**config.mk**
```make
export PLATFORM = sky130hd
export DESIGN_NAME = first_fit_block_allocator_core
export DESIGN_NICKNAME = d
export VERILOG_FILES = /design/src/rtl/ffba_pkg.sv /design/src/rtl/ffba_alu.sv /design/src/rtl/ffba_table.sv /design/src/rtl/first_fit_block_allocator_core.sv
export SDC_FILE = /design/constraint.sdc
export NUM_CORES = 1
export LEC_CHECK = 0
export BUFFER_PORTS_ARGS = -buffer_cell sky130_fd_sc_hd__clkbuf_2
export CAP_MARGIN = 20
export CORE_ASPECT_RATIO = 1.2
export CORE_UTILIZATION = 40
export DETAILED_ROUTE_END_ITERATION = 10
export PLACE_DENSITY_LB_ADDON = 0.1
export SLEW_MARGIN = 20
export SYNTH_ARGS = -nofsm -noshare
export SYNTH_HDL_FRONTEND = slang
export SYNTH_SLANG_ARGS = --single-unit
```
**constraint.sdc**
```tcl
create_clock -name clk -period 6.49 [get_ports clk]
set_input_delay 0.649 -clock clk [delete_from_list [all_inputs] [get_ports clk]]
set_output_delay 0.649 -clock clk [all_outputs]
set_load 0.05 [all_outputs]
```
**src/rtl/ffba_pkg.sv**
```systemverilog
// ffba_pkg: shared types and constants for the first-fit block allocator.
// Used by ffba_alu, ffba_table and first_fit_block_allocator_core; no dependencies.
`default_nettype none

package ffba_pkg;

	localparam int FIELD_W = 16;

	localparam logic [FIELD_W-1:0] RESET_HEAP_BASE = 16'h0400;
	localparam logic [FIELD_W-1:0] RESET_HEAP_SIZE = 16'h3C00;

	localparam logic [1:0] CMD_ALLOC = 2'd0;
	localparam logic [1:0] CMD_FREE  = 2'd1;
	localparam logic [1:0] CMD_INIT  = 2'd2;

	localparam logic [1:0] STAT_OK       = 2'd0;
	localparam logic [1:0] STAT_NOFIT    = 2'd1;
	localparam logic [1:0] STAT_FULL     = 2'd2;
	localparam logic [1:0] STAT_NOTFOUND = 2'd3;

	localparam logic CFG_HEAP_BASE = 1'b0;
	localparam logic CFG_HEAP_SIZE = 1'b1;

	typedef enum logic [1:0] {
		MARK_EMPTY = 2'd0,
		MARK_FREE  = 2'd1,
		MARK_USED  = 2'd2
	} mark_t;

	typedef enum logic {
		ALU_ADD = 1'b0,
		ALU_SUB = 1'b1
	} alu_op_t;

	typedef enum logic [3:0] {
		S_IDLE,
		S_WAIT,
		S_ALLOC_CHK,
		S_LAST_CHK,
		S_SHIFT_UP,
		S_SPLIT_WR,
		S_USED_WR,
		S_FREE_CHK,
		S_MERGE_CHK,
		S_SHIFT_DN,
		S_CLR_LAST,
		S_FREE_WR,
		S_INIT,
		S_DONE
	} state_t;

endpackage

`default_nettype wire

```
**src/rtl/ffba_alu.sv**
```systemverilog
// ffba_alu: shared add/subtract unit used for the size and start-address compares and the address and length sums.
// Depends on ffba_pkg (alu_op_t).
`default_nettype none

module ffba_alu #(
	parameter int WIDTH = 16
) (
	input  ffba_pkg::alu_op_t op,
	input  logic [WIDTH-1:0]  a,
	input  logic [WIDTH-1:0]  b,
	output logic [WIDTH-1:0]  sum,
	output logic              carry
);

	logic             sub;
	logic [WIDTH-1:0] b_op;

	assign sub  = (op == ffba_pkg::ALU_SUB);
	assign b_op = sub ? ~b : b;

	// for subtract, carry set means a >= b
	assign {carry, sum} = {1'b0, a} + {1'b0, b_op} + {{WIDTH{1'b0}}, sub};

endmodule

`default_nettype wire

```
**src/rtl/ffba_table.sv**
```systemverilog
// ffba_table: block table memory, one write and one registered read per cycle.
// Per-entry valid bits make unwritten entries read as the reset table. Depends on ffba_pkg.
`default_nettype none

module ffba_table #(
	parameter int ENTRIES = 8,
	parameter int WIDTH   = 16,
	parameter int IDX_W   = $clog2(ENTRIES)
) (
	input  logic              clk,
	input  logic              arst_n,
	input  logic [IDX_W-1:0]  rd_idx,
	output logic [WIDTH-1:0]  rd_start,
	output logic [WIDTH-1:0]  rd_length,
	output ffba_pkg::mark_t   rd_mark,
	input  logic              wr_en,
	input  logic [IDX_W-1:0]  wr_idx,
	input  logic [WIDTH-1:0]  wr_start,
	input  logic [WIDTH-1:0]  wr_length,
	input  ffba_pkg::mark_t   wr_mark
);

	localparam int CW = (WIDTH > ffba_pkg::FIELD_W) ? WIDTH : ffba_pkg::FIELD_W;
	localparam logic [CW-1:0] RST_BASE = CW'(ffba_pkg::RESET_HEAP_BASE);
	localparam logic [CW-1:0] RST_SIZE = CW'(ffba_pkg::RESET_HEAP_SIZE);

	logic [WIDTH-1:0]  mem_start [ENTRIES];
	logic [WIDTH-1:0]  mem_len   [ENTRIES];
	ffba_pkg::mark_t   mem_mark  [ENTRIES];
	logic [ENTRIES-1:0] valid_q;

	logic [WIDTH-1:0]  rd_start_q;
	logic [WIDTH-1:0]  rd_len_q;
	ffba_pkg::mark_t   rd_mark_q;
	logic              rd_vld_q;
	logic              rd_first_q;

	always_ff @(posedge clk) begin
		if (wr_en) begin
			mem_start[wr_idx] <= wr_start;
			mem_len[wr_idx]   <= wr_length;
			mem_mark[wr_idx]  <= wr_mark;
		end
		rd_start_q <= mem_start[rd_idx];
		rd_len_q   <= mem_len[rd_idx];
		rd_mark_q  <= mem_mark[rd_idx];
	end

	always_ff @(posedge clk or negedge arst_n) begin
		if (!arst_n) begin
			valid_q    <= '0;
			rd_vld_q   <= 1'b0;
			rd_first_q <= 1'b0;
		end else begin
			if (wr_en) begin
				valid_q[wr_idx] <= 1'b1;
			end
			rd_vld_q   <= valid_q[rd_idx];
			rd_first_q <= (rd_idx == '0);
		end
	end

	always_comb begin
		if (rd_vld_q) begin
			rd_start  = rd_start_q;
			rd_length = rd_len_q;
			rd_mark   = rd_mark_q;
		end else if (rd_first_q) begin
			rd_start  = RST_BASE[WIDTH-1:0];
			rd_length = RST_SIZE[WIDTH-1:0];
			rd_mark   = ffba_pkg::MARK_FREE;
		end else begin
			rd_start  = '0;
			rd_length = '0;
			rd_mark   = ffba_pkg::MARK_EMPTY;
		end
	end

endmodule

`default_nettype wire

```
**src/rtl/first_fit_block_allocator_core.sv**
```systemverilog
// first_fit_block_allocator_core: first-fit heap block allocator, top level.
// Sequencer around ffba_table and one shared ffba_alu. Depends on ffba_pkg.
//
// Usage: a request transaction (command, request_size, block_address) is taken
// when in_valid is high and in_stall low. Command allocate scans the table for
// the first free block that fits and splits off any remainder; free looks up the
// block by start address, marks it free and merges the free blocks after it;
// reinitialize rebuilds the table from heap_base/heap_size; the unused code just
// answers ok. Each request gives one result transaction (granted_address, status).
// Every table read goes through the single registered read port, so each check
// waits in S_WAIT for its data. Allocate scans from entry 0 for the fit; a split
// checks that the last entry is empty and shifts the later entries up. Free scans
// for the block, then merges each free block after it by shifting the table down;
// reinitialize writes every entry. One request is worked on at a time; in_stall
// is high meanwhile. The result sits in an output register; the next request is
// accepted while it waits, and finishes only once out_stall lets the old result go.
// Reset: config returns to base 0x400, size 0x3C00, and the table reads as one free
// block over that region at once (no clearing pass). Config writes are taken any
// time and only matter at the next reinitialize.
`default_nettype none

module first_fit_block_allocator_core #(
	parameter int TABLE_ENTRIES = 8,
	parameter int ADDRESS_BITS  = 16
) (
	input  logic                           clk,
	input  logic                           arst_n,
	input  logic                           cfg_write,
	input  logic                           cfg_index,
	input  logic [ffba_pkg::FIELD_W-1:0]   cfg_data,
	input  logic                           in_valid,
	output logic                           in_stall,
	input  logic [1:0]                     command,
	input  logic [ffba_pkg::FIELD_W-1:0]   request_size,
	input  logic [ffba_pkg::FIELD_W-1:0]   block_address,
	output logic                           out_valid,
	input  logic                           out_stall,
	output logic [ffba_pkg::FIELD_W-1:0]   granted_address,
	output logic [1:0]                     status
);

	localparam int FW = ffba_pkg::FIELD_W;
	localparam int W  = ADDRESS_BITS;
	localparam int IW = $clog2(TABLE_ENTRIES);
	localparam int CW = (W > FW) ? W : FW;
	localparam logic [IW-1:0] LAST_IDX   = IW'(TABLE_ENTRIES - 1);
	localparam logic [IW-1:0] PENULT_IDX = IW'(TABLE_ENTRIES - 2);

	ffba_pkg::state_t state_q, state_d, ret_q;

	logic [IW-1:0] idx_q, x_q, x_next;
	logic [W-1:0]  cur_start_q, cur_len_q, rest_q;
	logic [FW-1:0] size_q, addr_q;
	logic [FW-1:0] base_q, hsize_q;
	logic [FW-1:0] res_addr_q;
	logic [1:0]    res_stat_q;
	logic          out_valid_q;
	logic [FW-1:0] out_addr_q;
	logic [1:0]    out_stat_q;

	logic [W-1:0]    e_start, e_len;
	ffba_pkg::mark_t e_mark;

	logic            wr_en;
	logic [IW-1:0]   wr_idx;
	logic [W-1:0]    wr_start, wr_len;
	ffba_pkg::mark_t wr_mark;

	ffba_pkg::alu_op_t alu_op;
	logic [CW-1:0]     alu_a, alu_b, alu_sum;
	logic              alu_carry;

	logic [CW-1:0] size_ext, base_ext, hsize_ext, cur_start_ext;
	logic          fit, rest_zero, hit, res_load;

	assign size_ext      = CW'(size_q);
	assign base_ext      = CW'(base_q);
	assign hsize_ext     = CW'(hsize_q);
	assign cur_start_ext = CW'(cur_start_q);
	assign x_next        = x_q + IW'(1);

	assign fit       = (e_mark == ffba_pkg::MARK_FREE) && alu_carry;
	assign rest_zero = (alu_sum == '0);
	assign hit       = (e_mark != ffba_pkg::MARK_EMPTY) && (alu_sum == '0);
	assign res_load  = (state_q == ffba_pkg::S_DONE) && (!out_valid_q || !out_stall);

	ffba_table #(
		.ENTRIES (TABLE_ENTRIES),
		.WIDTH   (W),
		.IDX_W   (IW)
	) u_table (
		.clk       (clk),
		.arst_n    (arst_n),
		.rd_idx    (idx_q),
		.rd_start  (e_start),
		.rd_length (e_len),
		.rd_mark   (e_mark),
		.wr_en     (wr_en),
		.wr_idx    (wr_idx),
		.wr_start  (wr_start),
		.wr_length (wr_len),
		.wr_mark   (wr_mark)
	);

	ffba_alu #(
		.WIDTH (CW)
	) u_alu (
		.op    (alu_op),
		.a     (alu_a),
		.b     (alu_b),
		.sum   (alu_sum),
		.carry (alu_carry)
	);

	// next state
	always_comb begin
		state_d = state_q;
		case (state_q)
			ffba_pkg::S_IDLE: begin
				if (in_valid) begin
					case (command)
						ffba_pkg::CMD_ALLOC: state_d = ffba_pkg::S_WAIT;
						ffba_pkg::CMD_FREE:  state_d = ffba_pkg::S_WAIT;
						ffba_pkg::CMD_INIT:  state_d = ffba_pkg::S_INIT;
						default:             state_d = ffba_pkg::S_DONE;
					endcase
				end
			end
			ffba_pkg::S_WAIT: state_d = ret_q;
			ffba_pkg::S_ALLOC_CHK: begin
				if (fit) begin
					state_d = rest_zero ? ffba_pkg::S_USED_WR : ffba_pkg::S_WAIT;
				end else begin
					state_d = (idx_q == LAST_IDX) ? ffba_pkg::S_DONE : ffba_pkg::S_WAIT;
				end
			end
			ffba_pkg::S_LAST_CHK: begin
				if (e_mark != ffba_pkg::MARK_EMPTY) begin
					state_d = ffba_pkg::S_DONE;
				end else if (x_q == PENULT_IDX) begin
					state_d = ffba_pkg::S_SPLIT_WR;
				end else begin
					state_d = ffba_pkg::S_WAIT;
				end
			end
			ffba_pkg::S_SHIFT_UP: begin
				state_d = (idx_q == x_next) ? ffba_pkg::S_SPLIT_WR : ffba_pkg::S_WAIT;
			end
			ffba_pkg::S_SPLIT_WR: state_d = ffba_pkg::S_USED_WR;
			ffba_pkg::S_USED_WR:  state_d = ffba_pkg::S_DONE;
			ffba_pkg::S_FREE_CHK: begin
				if (hit) begin
					state_d = (idx_q == LAST_IDX) ? ffba_pkg::S_FREE_WR : ffba_pkg::S_WAIT;
				end else begin
					state_d = (idx_q == LAST_IDX) ? ffba_pkg::S_DONE : ffba_pkg::S_WAIT;
				end
			end
			ffba_pkg::S_MERGE_CHK: begin
				if (e_mark == ffba_pkg::MARK_FREE) begin
					state_d = (idx_q == LAST_IDX) ? ffba_pkg::S_CLR_LAST : ffba_pkg::S_WAIT;
				end else begin
					state_d = ffba_pkg::S_FREE_WR;
				end
			end
			ffba_pkg::S_SHIFT_DN: begin
				state_d = (idx_q == LAST_IDX) ? ffba_pkg::S_CLR_LAST : ffba_pkg::S_WAIT;
			end
			ffba_pkg::S_CLR_LAST: state_d = ffba_pkg::S_WAIT;
			ffba_pkg::S_FREE_WR:  state_d = ffba_pkg::S_DONE;
			ffba_pkg::S_INIT: begin
				state_d = (idx_q == LAST_IDX) ? ffba_pkg::S_DONE : ffba_pkg::S_INIT;
			end
			ffba_pkg::S_DONE: begin
				if (!out_valid_q || !out_stall) begin
					state_d = ffba_pkg::S_IDLE;
				end
			end
			default: state_d = ffba_pkg::S_IDLE;
		endcase
	end

	// alu and table write controls
	always_comb begin
		alu_op   = ffba_pkg::ALU_SUB;
		alu_a    = '0;
		alu_b    = '0;
		wr_en    = 1'b0;
		wr_idx   = idx_q;
		wr_start = '0;
		wr_len   = '0;
		wr_mark  = ffba_pkg::MARK_EMPTY;
		case (state_q)
			ffba_pkg::S_ALLOC_CHK: begin
				alu_a = CW'(e_len);
				alu_b = size_ext;
			end
			ffba_pkg::S_FREE_CHK: begin
				alu_a = CW'(e_start);
				alu_b = CW'(addr_q);
			end
			ffba_pkg::S_MERGE_CHK: begin
				alu_op = ffba_pkg::ALU_ADD;
				alu_a  = CW'(cur_len_q);
				alu_b  = CW'(e_len);
			end
			ffba_pkg::S_SHIFT_UP: begin
				wr_en    = 1'b1;
				wr_idx   = idx_q + IW'(1);
				wr_start = e_start;
				wr_len   = e_len;
				wr_mark  = e_mark;
			end
			ffba_pkg::S_SPLIT_WR: begin
				alu_op   = ffba_pkg::ALU_ADD;
				alu_a    = cur_start_ext;
				alu_b    = size_ext;
				wr_en    = 1'b1;
				wr_idx   = x_next;
				wr_start = alu_sum[W-1:0];
				wr_len   = rest_q;
				wr_mark  = ffba_pkg::MARK_FREE;
			end
			ffba_pkg::S_USED_WR: begin
				wr_en    = 1'b1;
				wr_idx   = x_q;
				wr_start = cur_start_q;
				wr_len   = size_ext[W-1:0];
				wr_mark  = ffba_pkg::MARK_USED;
			end
			ffba_pkg::S_SHIFT_DN: begin
				wr_en    = 1'b1;
				wr_idx   = idx_q - IW'(1);
				wr_start = e_start;
				wr_len   = e_len;
				wr_mark  = e_mark;
			end
			ffba_pkg::S_CLR_LAST: begin
				wr_en  = 1'b1;
				wr_idx = LAST_IDX;
			end
			ffba_pkg::S_FREE_WR: begin
				wr_en    = 1'b1;
				wr_idx   = x_q;
				wr_start = cur_start_q;
				wr_len   = cur_len_q;
				wr_mark  = ffba_pkg::MARK_FREE;
			end
			ffba_pkg::S_INIT: begin
				wr_en = 1'b1;
				if (idx_q == '0) begin
					wr_start = base_ext[W-1:0];
					wr_len   = hsize_ext[W-1:0];
					wr_mark  = ffba_pkg::MARK_FREE;
				end
			end
			default: begin
			end
		endcase
	end

	// sequencer and config registers
	always_ff @(posedge clk or negedge arst_n) begin
		if (!arst_n) begin
			state_q     <= ffba_pkg::S_IDLE;
			ret_q       <= ffba_pkg::S_IDLE;
			idx_q       <= '0;
			x_q         <= '0;
			base_q      <= ffba_pkg::RESET_HEAP_BASE;
			hsize_q     <= ffba_pkg::RESET_HEAP_SIZE;
			out_valid_q <= 1'b0;
		end else begin
			state_q     <= state_d;
			out_valid_q <= res_load || (out_valid_q && out_stall);

			if (cfg_write) begin
				case (cfg_index)
					ffba_pkg::CFG_HEAP_BASE: base_q  <= cfg_data;
					ffba_pkg::CFG_HEAP_SIZE: hsize_q <= cfg_data;
					default: begin
					end
				endcase
			end

			case (state_q)
				ffba_pkg::S_IDLE: begin
					if (in_valid) begin
						idx_q <= '0;
						ret_q <= (command == ffba_pkg::CMD_FREE) ?
							ffba_pkg::S_FREE_CHK : ffba_pkg::S_ALLOC_CHK;
					end
				end
				ffba_pkg::S_ALLOC_CHK: begin
					if (fit) begin
						x_q <= idx_q;
						if (!rest_zero) begin
							idx_q <= LAST_IDX;
							ret_q <= ffba_pkg::S_LAST_CHK;
						end
					end else if (idx_q != LAST_IDX) begin
						idx_q <= idx_q + IW'(1);
					end
				end
				ffba_pkg::S_LAST_CHK: begin
					if (e_mark == ffba_pkg::MARK_EMPTY && x_q != PENULT_IDX) begin
						idx_q <= PENULT_IDX;
						ret_q <= ffba_pkg::S_SHIFT_UP;
					end
				end
				ffba_pkg::S_SHIFT_UP: begin
					if (idx_q != x_next) begin
						idx_q <= idx_q - IW'(1);
					end
				end
				ffba_pkg::S_FREE_CHK: begin
					if (hit) begin
						x_q <= idx_q;
						if (idx_q != LAST_IDX) begin
							idx_q <= idx_q + IW'(1);
							ret_q <= ffba_pkg::S_MERGE_CHK;
						end
					end else if (idx_q != LAST_IDX) begin
						idx_q <= idx_q + IW'(1);
					end
				end
				ffba_pkg::S_MERGE_CHK: begin
					if (e_mark == ffba_pkg::MARK_FREE && idx_q != LAST_IDX) begin
						idx_q <= idx_q + IW'(1);
						ret_q <= ffba_pkg::S_SHIFT_DN;
					end
				end
				ffba_pkg::S_SHIFT_DN: begin
					if (idx_q != LAST_IDX) begin
						idx_q <= idx_q + IW'(1);
					end
				end
				ffba_pkg::S_CLR_LAST: begin
					idx_q <= x_next;
					ret_q <= ffba_pkg::S_MERGE_CHK;
				end
				ffba_pkg::S_INIT: begin
					if (idx_q != LAST_IDX) begin
						idx_q <= idx_q + IW'(1);
					end
				end
				default: begin
				end
			endcase
		end
	end

	// working payload registers
	always_ff @(posedge clk) begin
		case (state_q)
			ffba_pkg::S_IDLE: begin
				if (in_valid) begin
					size_q     <= request_size;
					addr_q     <= block_address;
					res_addr_q <= '0;
					res_stat_q <= ffba_pkg::STAT_OK;
				end
			end
			ffba_pkg::S_ALLOC_CHK: begin
				if (fit) begin
					cur_start_q <= e_start;
					rest_q      <= alu_sum[W-1:0];
				end else if (idx_q == LAST_IDX) begin
					res_stat_q <= ffba_pkg::STAT_NOFIT;
				end
			end
			ffba_pkg::S_LAST_CHK: begin
				if (e_mark != ffba_pkg::MARK_EMPTY) begin
					res_stat_q <= ffba_pkg::STAT_FULL;
				end
			end
			ffba_pkg::S_USED_WR: begin
				res_addr_q <= cur_start_ext[FW-1:0];
			end
			ffba_pkg::S_FREE_CHK: begin
				if (hit) begin
					cur_start_q <= e_start;
					cur_len_q   <= e_len;
				end else if (idx_q == LAST_IDX) begin
					res_stat_q <= ffba_pkg::STAT_NOTFOUND;
				end
			end
			ffba_pkg::S_MERGE_CHK: begin
				if (e_mark == ffba_pkg::MARK_FREE) begin
					cur_len_q <= alu_sum[W-1:0];
				end
			end
			default: begin
			end
		endcase
		if (res_load) begin
			out_addr_q <= res_addr_q;
			out_stat_q <= res_stat_q;
		end
	end

	assign in_stall        = (state_q != ffba_pkg::S_IDLE);
	assign out_valid       = out_valid_q;
	assign granted_address = out_addr_q;
	assign status          = out_stat_q;

	a_busy_after_accept: assert property (@(posedge clk) disable iff (!arst_n)
		(in_valid && !in_stall) |=> in_stall)
		else $error("request accepted but sequencer did not go busy");

	a_no_write_idle: assert property (@(posedge clk) disable iff (!arst_n)
		(state_q == ffba_pkg::S_IDLE || state_q == ffba_pkg::S_DONE) |-> !wr_en)
		else $error("table written outside a request");

	a_wr_idx_range: assert property (@(posedge clk) disable iff (!arst_n)
		wr_en |-> (wr_idx <= LAST_IDX))
		else $error("table write index beyond last entry");

	a_fail_no_addr: assert property (@(posedge clk) disable iff (!arst_n)
		out_valid_q |-> (out_stat_q == ffba_pkg::STAT_OK || out_addr_q == '0))
		else $error("failed request returned a nonzero address");

endmodule

`default_nettype wire
```
==> After elaboration in Yosys (flattened, before gate mapping) <==
Memory sizes are Yosys's and may differ from the RTL's. A register that Yosys moved wholly into a read port is not among the register bits.
Cells that the tools add are included.
{ "totals": {"inputBits": 56, "out_inout_bits": 20, "elab_cells": 188, "mem_count": 3, "mem_bits_rw": 272, "reg_bits": 173} }
{ "op_classes": {"add_sub_neg": 5, "n_lt_le_gt_ge": 3, "muxes": 74, "eq_ne": 38, "n_reduce_logical": 43, "bitwise_logic": 3} }
{ "memory_table": {"columns": ["memory", "words", "width", "read_ports", "rd_clocked_by_memory_dff", "write_ports", "line_no", "rtl"], "rows": [
  ["u_table.mem_len", 8, 16, 1, 1, 1, "ffba_table.sv:28", "logic [WIDTH-1:0] mem_len [ENTRIES];"],
  ["u_table.mem_start", 8, 16, 1, 1, 1, "ffba_table.sv:27", "logic [WIDTH-1:0] mem_start [ENTRIES];"],
  ["u_table.mem_mark", 8, 2, 1, 1, 1, "ffba_table.sv:29", "ffba_pkg::mark_t mem_mark [ENTRIES];"]
]} }
{ "op_table": {"columns": ["op", "count"], "rows": [
  ["2-to-1 mux 16 bit", 10],
  ["case mux 16 bit (4 select lines)", 2],
  ["case mux 16 bit (2 select lines)", 3],
  ["case mux 16 bit (5 select lines)", 1],
  ["2-to-1 mux 4 bit", 16],
  ["case mux 4 bit (13 select lines)", 1],
  ["case mux 16 bit (3 select lines)", 1],
  ["2-to-1 mux 3 bit", 13],
  ["!= test 2 bit (second input constant)", 14],
  ["equality test 4 bit (second input constant)", 6],
  ["case mux 4 bit (6 select lines)", 1],
  ["case mux 3 bit (7 select lines)", 1],
  ["adder 16 x 16 -> 17 bit", 1],
  ["adder 17 x 1 -> 17 bit", 1],
  ["equality test 4 x 3 -> 1 bit (second input constant)", 4],
  ["zero test 16 bit", 1],
  ["inverter 16 bit", 1],
  ["case mux 2 bit (4 select lines)", 2],
  ["case mux 3 bit (5 select lines)", 1],
  ["2-to-1 mux 14 bit", 1],
  ["2-to-1 mux 2 bit", 7],
  ["AND reduction 2 bit", 6],
  ["OR reduction 2 bit", 6],
  ["2-to-1 mux 11 bit", 1],
  ["36 further kinds", 65]
]} }

==> Logic depth before layout (Yosys ltp) <==
{ "logic_depth": {"word_depth": 11, "ltp_mapped": 23, "depth_no_buf": 21} }

==> By module <==
Synthesis repeated with hierarchy kept, for this count alone.
{ "hier_totals": {"cells_unflattened": 1322, "area_unflattened_um2": 21005.1} }
{ "modules_own_cells": {"columns": ["module", "n_inst", "cells_per_inst", "seq_area_each_um2", "area_per_inst_um2"], "rows": [
  ["ffba_table", 1, 510, 9098.7, 11863.9],
  ["first_fit_block_allocator_core", 1, 690, 4665.7, 8221.6],
  ["ffba_alu", 1, 122, 0.0, 919.6]
]} }

==> Least setup slack after synthesis <==
Ideal clock, no wire load.
{ "synth_timing": {"path_type": "flip-flop to flip-flop", "from": "register state_q[2]", "to": "memory u_table.mem_len[6][0] (enable)", "setup_ns": 0.476, "arrival_time_ns": 4.905, "period_less_slack_ns": 5.381, "slack_ns": 1.109, "path_stages_with_launch": 13, "cell_sequence": "dfrtp_1 buf_2 buf_1 inv_1 nor2_1 and2_1 clkbuf_1 or2_2 clkbuf_1 o21ai_0 a31oi_1 inv_1 nor3b_1"} }
{ "synth_between": {"elab_chain_cells": 5} }
{ "synth_rtl": {"columns": ["element", "line_no", "rtl"], "rows": [
  ["start, declared", "first_fit_block_allocator_core.sv:49", "ffba_pkg::state_t state_q, state_d, ret_q;"],
  ["start signal, assigned", "first_fit_block_allocator_core.sv:264", "state_q <= ffba_pkg::S_IDLE;"],
  ["start signal, assigned", "first_fit_block_allocator_core.sv:272", "state_q <= state_d;"],
  ["equality test 4 x 3 -> 1 bit / equality test 4 bit (equally long branches)", "first_fit_block_allocator_core.sv:192", "case (state_q)"],
  ["OR reduction 7 bit (no line)", null, null],
  ["2-to-1 mux 1 bit", "first_fit_block_allocator_core.sv:192", null],
  ["2-to-1 mux 1 bit", "ffba_table.sv:39", "if (wr_en) begin"],
  ["2-to-1 mux 1 bit (not written as such)", "ffba_table.sv:41", "mem_len[wr_idx] <= wr_length;"],
  ["end, declared", "ffba_table.sv:28", null]
]} }
Parallel ways exist; a longest one is shown, timed or not.

==> Worst setup path in the final report <==
{ "layout_timing": {"from": "register state_q[1]", "to": "register cur_start_q[13], in the netlist cur_start_ext[13] (enable)"} }
{ "layout_between": {"elab_chain_cells": 11} }
{ "layout_rtl": {"columns": ["element", "line_no", "rtl"], "rows": [
  ["equality test 4 x 2 -> 1 bit / equality test 4 x 3 -> 1 bit (equally long branches)", "first_fit_block_allocator_core.sv:192, first_fit_block_allocator_core.sv:353", null],
  ["OR reduction 2 bit (no line)", null, null],
  ["case mux 16 bit (3 select lines)", "first_fit_block_allocator_core.sv:192", null],
  ["inverter 16 bit", "ffba_alu.sv:19", "assign b_op = sub ? ~b : b;"],
  ["2-to-1 mux 16 bit", "ffba_alu.sv:19", null],
  ["adder 16 x 16 -> 17 bit", "ffba_alu.sv:22", "assign {carry, sum} = {1'b0, a} + {1'b0, b_op} + {{WIDTH{1'b0}}, sub};"],
  ["adder 17 x 1 -> 17 bit", "ffba_alu.sv:22", null],
  ["zero test 16 bit", "first_fit_block_allocator_core.sv:84", "assign hit = (e_mark != ffba_pkg::MARK_EMPTY) && (alu_sum == '0);"],
  ["logical AND 1 bit", "first_fit_block_allocator_core.sv:84", null],
  ["!= test 2 bit (no line)", null, null],
  ["AND reduction 3 bit (no line) *", null, null],
  ["end signal, assigned", "first_fit_block_allocator_core.sv:364", "cur_start_q <= e_start;"],
  ["end signal, assigned", "first_fit_block_allocator_core.sv:380", "cur_start_q <= e_start;"],
  ["end, declared", "first_fit_block_allocator_core.sv:52", "logic [W-1:0] cur_start_q, cur_len_q, rest_q;"]
]} }
Every way passes the cells marked *; elsewhere a longest branch is shown, timed or not.
A chain may end at the register's enable or synchronous reset.

==> key figures <==
Outcome
  • Status: complete, no violations

Worst setup path
  • Delay of the slowest cell on the worst path: 740 ps
  • Reg-to-reg setup timing slack: approximately 650 ps
  • Biggest fanout along the worst timing path: 28
  • Worst path slowest cell: sky130_fd_sc_hd__o41ai_1
  • Kind of end point of the critical path: register
  • Kind of critical path: reg2reg
  • Cell Chain, Critical Path: buf_4 -> nor2_1 -> nand3_1 -> nand2_1 -> a22o_1 -> a31oi_1 -> o22ai_1 -> ha_1 -> nor2b_1 -> o2111ai_1 -> a21oi_1 -> o41ai_1 -> o21bai_1 -> a21oi_1 -> xor2_1 -> nand4_4 -> o31ai_4 -> buf_4
  • Startpoint of the lowest-slack register-to-register path: state_q[1]$_DFFE_PN0P_
  • Launching element type of the critical path: register
  • Number of cells on the worst reg-to-reg path: 18
  • CP required: 6760 ps
  • Worst r2r dst: cur_start_ext[13]$_DFFE_PP_
  • Data arrival time of the critical path: between 6000 and 7000 ps
  • Top delay family on crit path: compound AO/OA/AOI/OAI gates
  • Buffers & Inverters on Critical Path: 2

Yosys
  • Post-synthesis sequential area ratio: 67.0%
  • Share of Yosys cell area claimed by the top area cell type: between 50% and 60%
  • Post-synth EDFFs: 388
  • Gate Count Post-Synth: 1404
  • Mean instance size in the synthesized netlist: 14.6 um2
  • Number of distinct library cells after synthesis: 83
  • Ys async rst share: 11.9%
  • Count of yosys warnings during synthesis: 0
  • Synthesized net count: 1483
  • Predominant post-synthesis flop cell: sky130_fd_sc_hd__edfxtp_1
  • Seq cells post-synth: 479
  • Library cell with the largest summed area after synthesis: sky130_fd_sc_hd__edfxtp_1
  • Main area contributors after synthesis: sky130_fd_sc_hd__edfxtp_1 (57%), sky130_fd_sc_hd__mux4_2 (7.7%), sky130_fd_sc_hd__dfrtp_1 (6.3%)
  • Post-Syn Area: 20500 um2

Global routing
  • Aggregate global routing overflow: 0
  • Largest net degree at the start of global routing: 58
  • Global-route wire length before repair: 85800 um
  • Antenna violations before repair: 1
  • GRT Overall Usage: 22.3%
  • Number of global-route vias before repair: 12735

Floorplanning
  • Initial Util: 40.7%
  • Count of standard-cell rows: 90
  • Horizontal die dimension: 209 um
  • Area of the placeable core: 50400 um2
  • Die height: 250 um
  • Total I/O pin count: 76
  • Die outline area: between 50000 and 60000 um2

Layout
  • Growth of design area from synthesis to finish: 14.9%
  • Post-layout nets: about 1600
  • Fraction of final layout cells sized beyond drive strength 1: 23.4%
  • Commonest non-fill, non-tap cell in the layout: sky130_fd_sc_hd__edfxtp_1
  • Antenna cells: 0
  • Most used cells in the layout excluding fill and tap cells: sky130_fd_sc_hd__edfxtp_1 (388), sky130_fd_sc_hd__nand2_1 (207), sky130_fd_sc_hd__clkbuf_2 (74)
  • Filler cells: 4438
  • Largest registers ranked by flip-flop count: u_table.mem_len (128), u_table.mem_start (128)
  • Post-layout utilization of the core: 46.8%

STA
  • Unrepaired setup endpoints after global routing: false
  • Setup clock skew after layout: 41.0 ps
  • Slew Limit Headroom: a little under a third
  • Sum of negative setup slack: 0 ps
  • Timing-limited maximum frequency: around 170 MHz
  • Count of endpoints failing hold in the final timing report: 0
  • Period minus WS final: between 5000 and 6000 ps
  • Least-Margin Pin Slew: 1020 ps
  • Total count of max-transition violations in the final report: 0
  • Final critical-path share of the clock period: 90.0%
  • Final-layout worst hold slack: 216 ps
  • Number of failing setup endpoints in the final timing report: 0

Clock tree
  • Source-to-sink clock delay at the later pin of the worst-skew pair: 610 ps
  • Resized Gates After CTS: 0
  • TritonCTS clock tree: built
  • Number of buffers added by the clock tree synthesis step: 50
  • Number of buffers on the longest clock path: 3
  • Worst-path clk slew: 60 ps
  • Post-CTS Hold Fix Bufs: 0
  • Root buf cell: sky130_fd_sc_hd__clkbuf_16
  • Clock Sink Count: 479
  • Setup repair bufs after CTS: 0
  • H-Tree Depth: 2

Routing
  • Final wirelength: 57500 um
  • Via Count: roughly 13000
  • Average wire per cell in the routed design: 26.4 um
  • DRC violations left: 0
  • Via density per instance: 5.80
  • First-pass iteration count of the detailed router: 7
  • ANT nets after route: 0
  • Count of routing violations after the opening detailed-route iteration: 1342

Flow run
  • Number of max-cap violations: 0

Placed design
  • Estimated wirelength of the detail-placed design: a little under 40000 um
  • Number of port buffers: between 70 and 80
  • Weighted congestion reported at the end of routability-driven placement: 0.910

Worst hold path
  • WHS Path Cells: 1
  • Min-Delay Path Class: in2reg
  • Hold Crit Endpoint: addr_q[5]$_DFFE_PP_
  • Startpoint of the lowest-slack hold path: block_address[5]

Pwr
  • Maximum vdd drop: 0.259 mV
  • Leak pwr: about 8.5 nW
  • Power per standard cell area: 560 nW/um2
[final cells by class]
type	instances	area, um2	share of cell area (%)
Multi-Input combinational cell	806	6400	27.1
Clock inverter	19	241	1.02
Clock buffer	75	1430	6.04
Sequential cell	479	13800	58.4
Timing Repair Buffer	129	831	3.52
Tap cell	644	806	3.41
Inverter	31	116	0.493
[synthesized netlist by cell type, drive strengths merged, types with 4 or more instances]
master,count
a31oi,11
a211oi,5
ha,22
mux2,38
o21a,4
xor2,6
o22ai,13
dfstp,5
dfxtp,34
inv,31
nand2,207
clkbuf,66
and3,20
a21oi,45
nor4,4
nor3b,8
and2,17
or2,14
edfxtp,388
nor2b,11
a221o,6
o21ai,56
mux2i,5
dfrtp,52
nor3,14
nor2,42
buf,22
nand2b,8
a21o,10
o211ai,15
o221ai,4
a22oi,13
xnor2,11
a32oi,11
nand3,25
and4,4
a21boi,4
mux4,70
a22o,10
a222oi,34
[stage by stage]
| step | power [mW] | area (um2) | setup slack (ps) | instances |
|---|---|---|---|---|
| 2_1_floorplan | 8.33 | 20500 | 1110 | 1404 |
| 3_3_place_gp | 10.3 | 21900 | 791 | 2089 |
| 3_5_place_dp | 10.4 | 21900 | 738 | 2089 |
| 4_1_cts | 13.3 | 23600 | 718 | 2183 |
| 5_1_grt | 13.9 | 23600 | 213 | 2183 |
| 6_report | 13.2 | 23600 | 651 | 2183 |
[cells by family (layout without fill, tap and decap cells)]
family,Yosys count,count (layout),share of synthesized area [%]
adders and majority gates,24,24,1.49
xor gates and xnor gates,17,17,0.725
buffers and inverters,119,254,2.23
AOI/OAI and AO/OA,262,262,9.38
muxes,113,113,10.1
DFF,479,479,67.0
and+or+nand+nor,390,390,9.10
[report_power, final]
group	switching (mW)	internal, mW	total, mW
Clock	1.20	1.69	2.88
Combinational	3.47	1.95	5.42
Sequential	0.442	4.48	4.92
Total	5.11	8.11	13.2
[worst max-delay path by stage]
stage	from	end	slack, ps	depth (start not counted)
after floorplan	state_q[2]$_DFFE_PN0P_	u_table.mem_len[6][0]$_DFFE_PP_	1110	12
after global routing	state_q[1]$_DFFE_PN0P_	cur_start_ext[13]$_DFFE_PP_	210	18
after global placement	state_q[1]$_DFFE_PN0P_	res_stat_q[0]$_DFFE_PP_	790	18
final	state_q[1]$_DFFE_PN0P_	cur_start_ext[13]$_DFFE_PP_	650	18
after detailed placement	state_q[1]$_DFFE_PN0P_	res_stat_q[1]$_DFFE_PP_	740	18
after CTS	state_q[1]$_DFFE_PN0P_	res_stat_q[1]$_DFFE_PP_	720	18
[metal layers]
layer  part of all wire, %  vias to the layer above  track usage (%)
li1                      -                     5651                -
met4                   3.1                        2             7.44
met3                   4.8                       94             3.03
met5                 0.012                        -                0
met1                    44                     6524             30.6
met2                    48                      388             36.5
[worst register-to-register path: stages (launching register included)]
cell                        delay, ps
sky130_fd_sc_hd__dfrtp_1          610
sky130_fd_sc_hd__buf_4            370
sky130_fd_sc_hd__nor2_1           100
sky130_fd_sc_hd__nand3_1          170
sky130_fd_sc_hd__nand2_1          300
sky130_fd_sc_hd__a22o_1           290
sky130_fd_sc_hd__a31oi_1          130
sky130_fd_sc_hd__o22ai_1          100
sky130_fd_sc_hd__ha_1             400
sky130_fd_sc_hd__nor2b_1          180
sky130_fd_sc_hd__o2111ai_1        280
sky130_fd_sc_hd__a21oi_1          170
sky130_fd_sc_hd__o41ai_1          740
sky130_fd_sc_hd__o21bai_1         130
sky130_fd_sc_hd__a21oi_1          200
sky130_fd_sc_hd__xor2_1           370
sky130_fd_sc_hd__nand4_4          170
sky130_fd_sc_hd__o31ai_4          490
sky130_fd_sc_hd__buf_4            340
(Power assumes the default switching activity.)
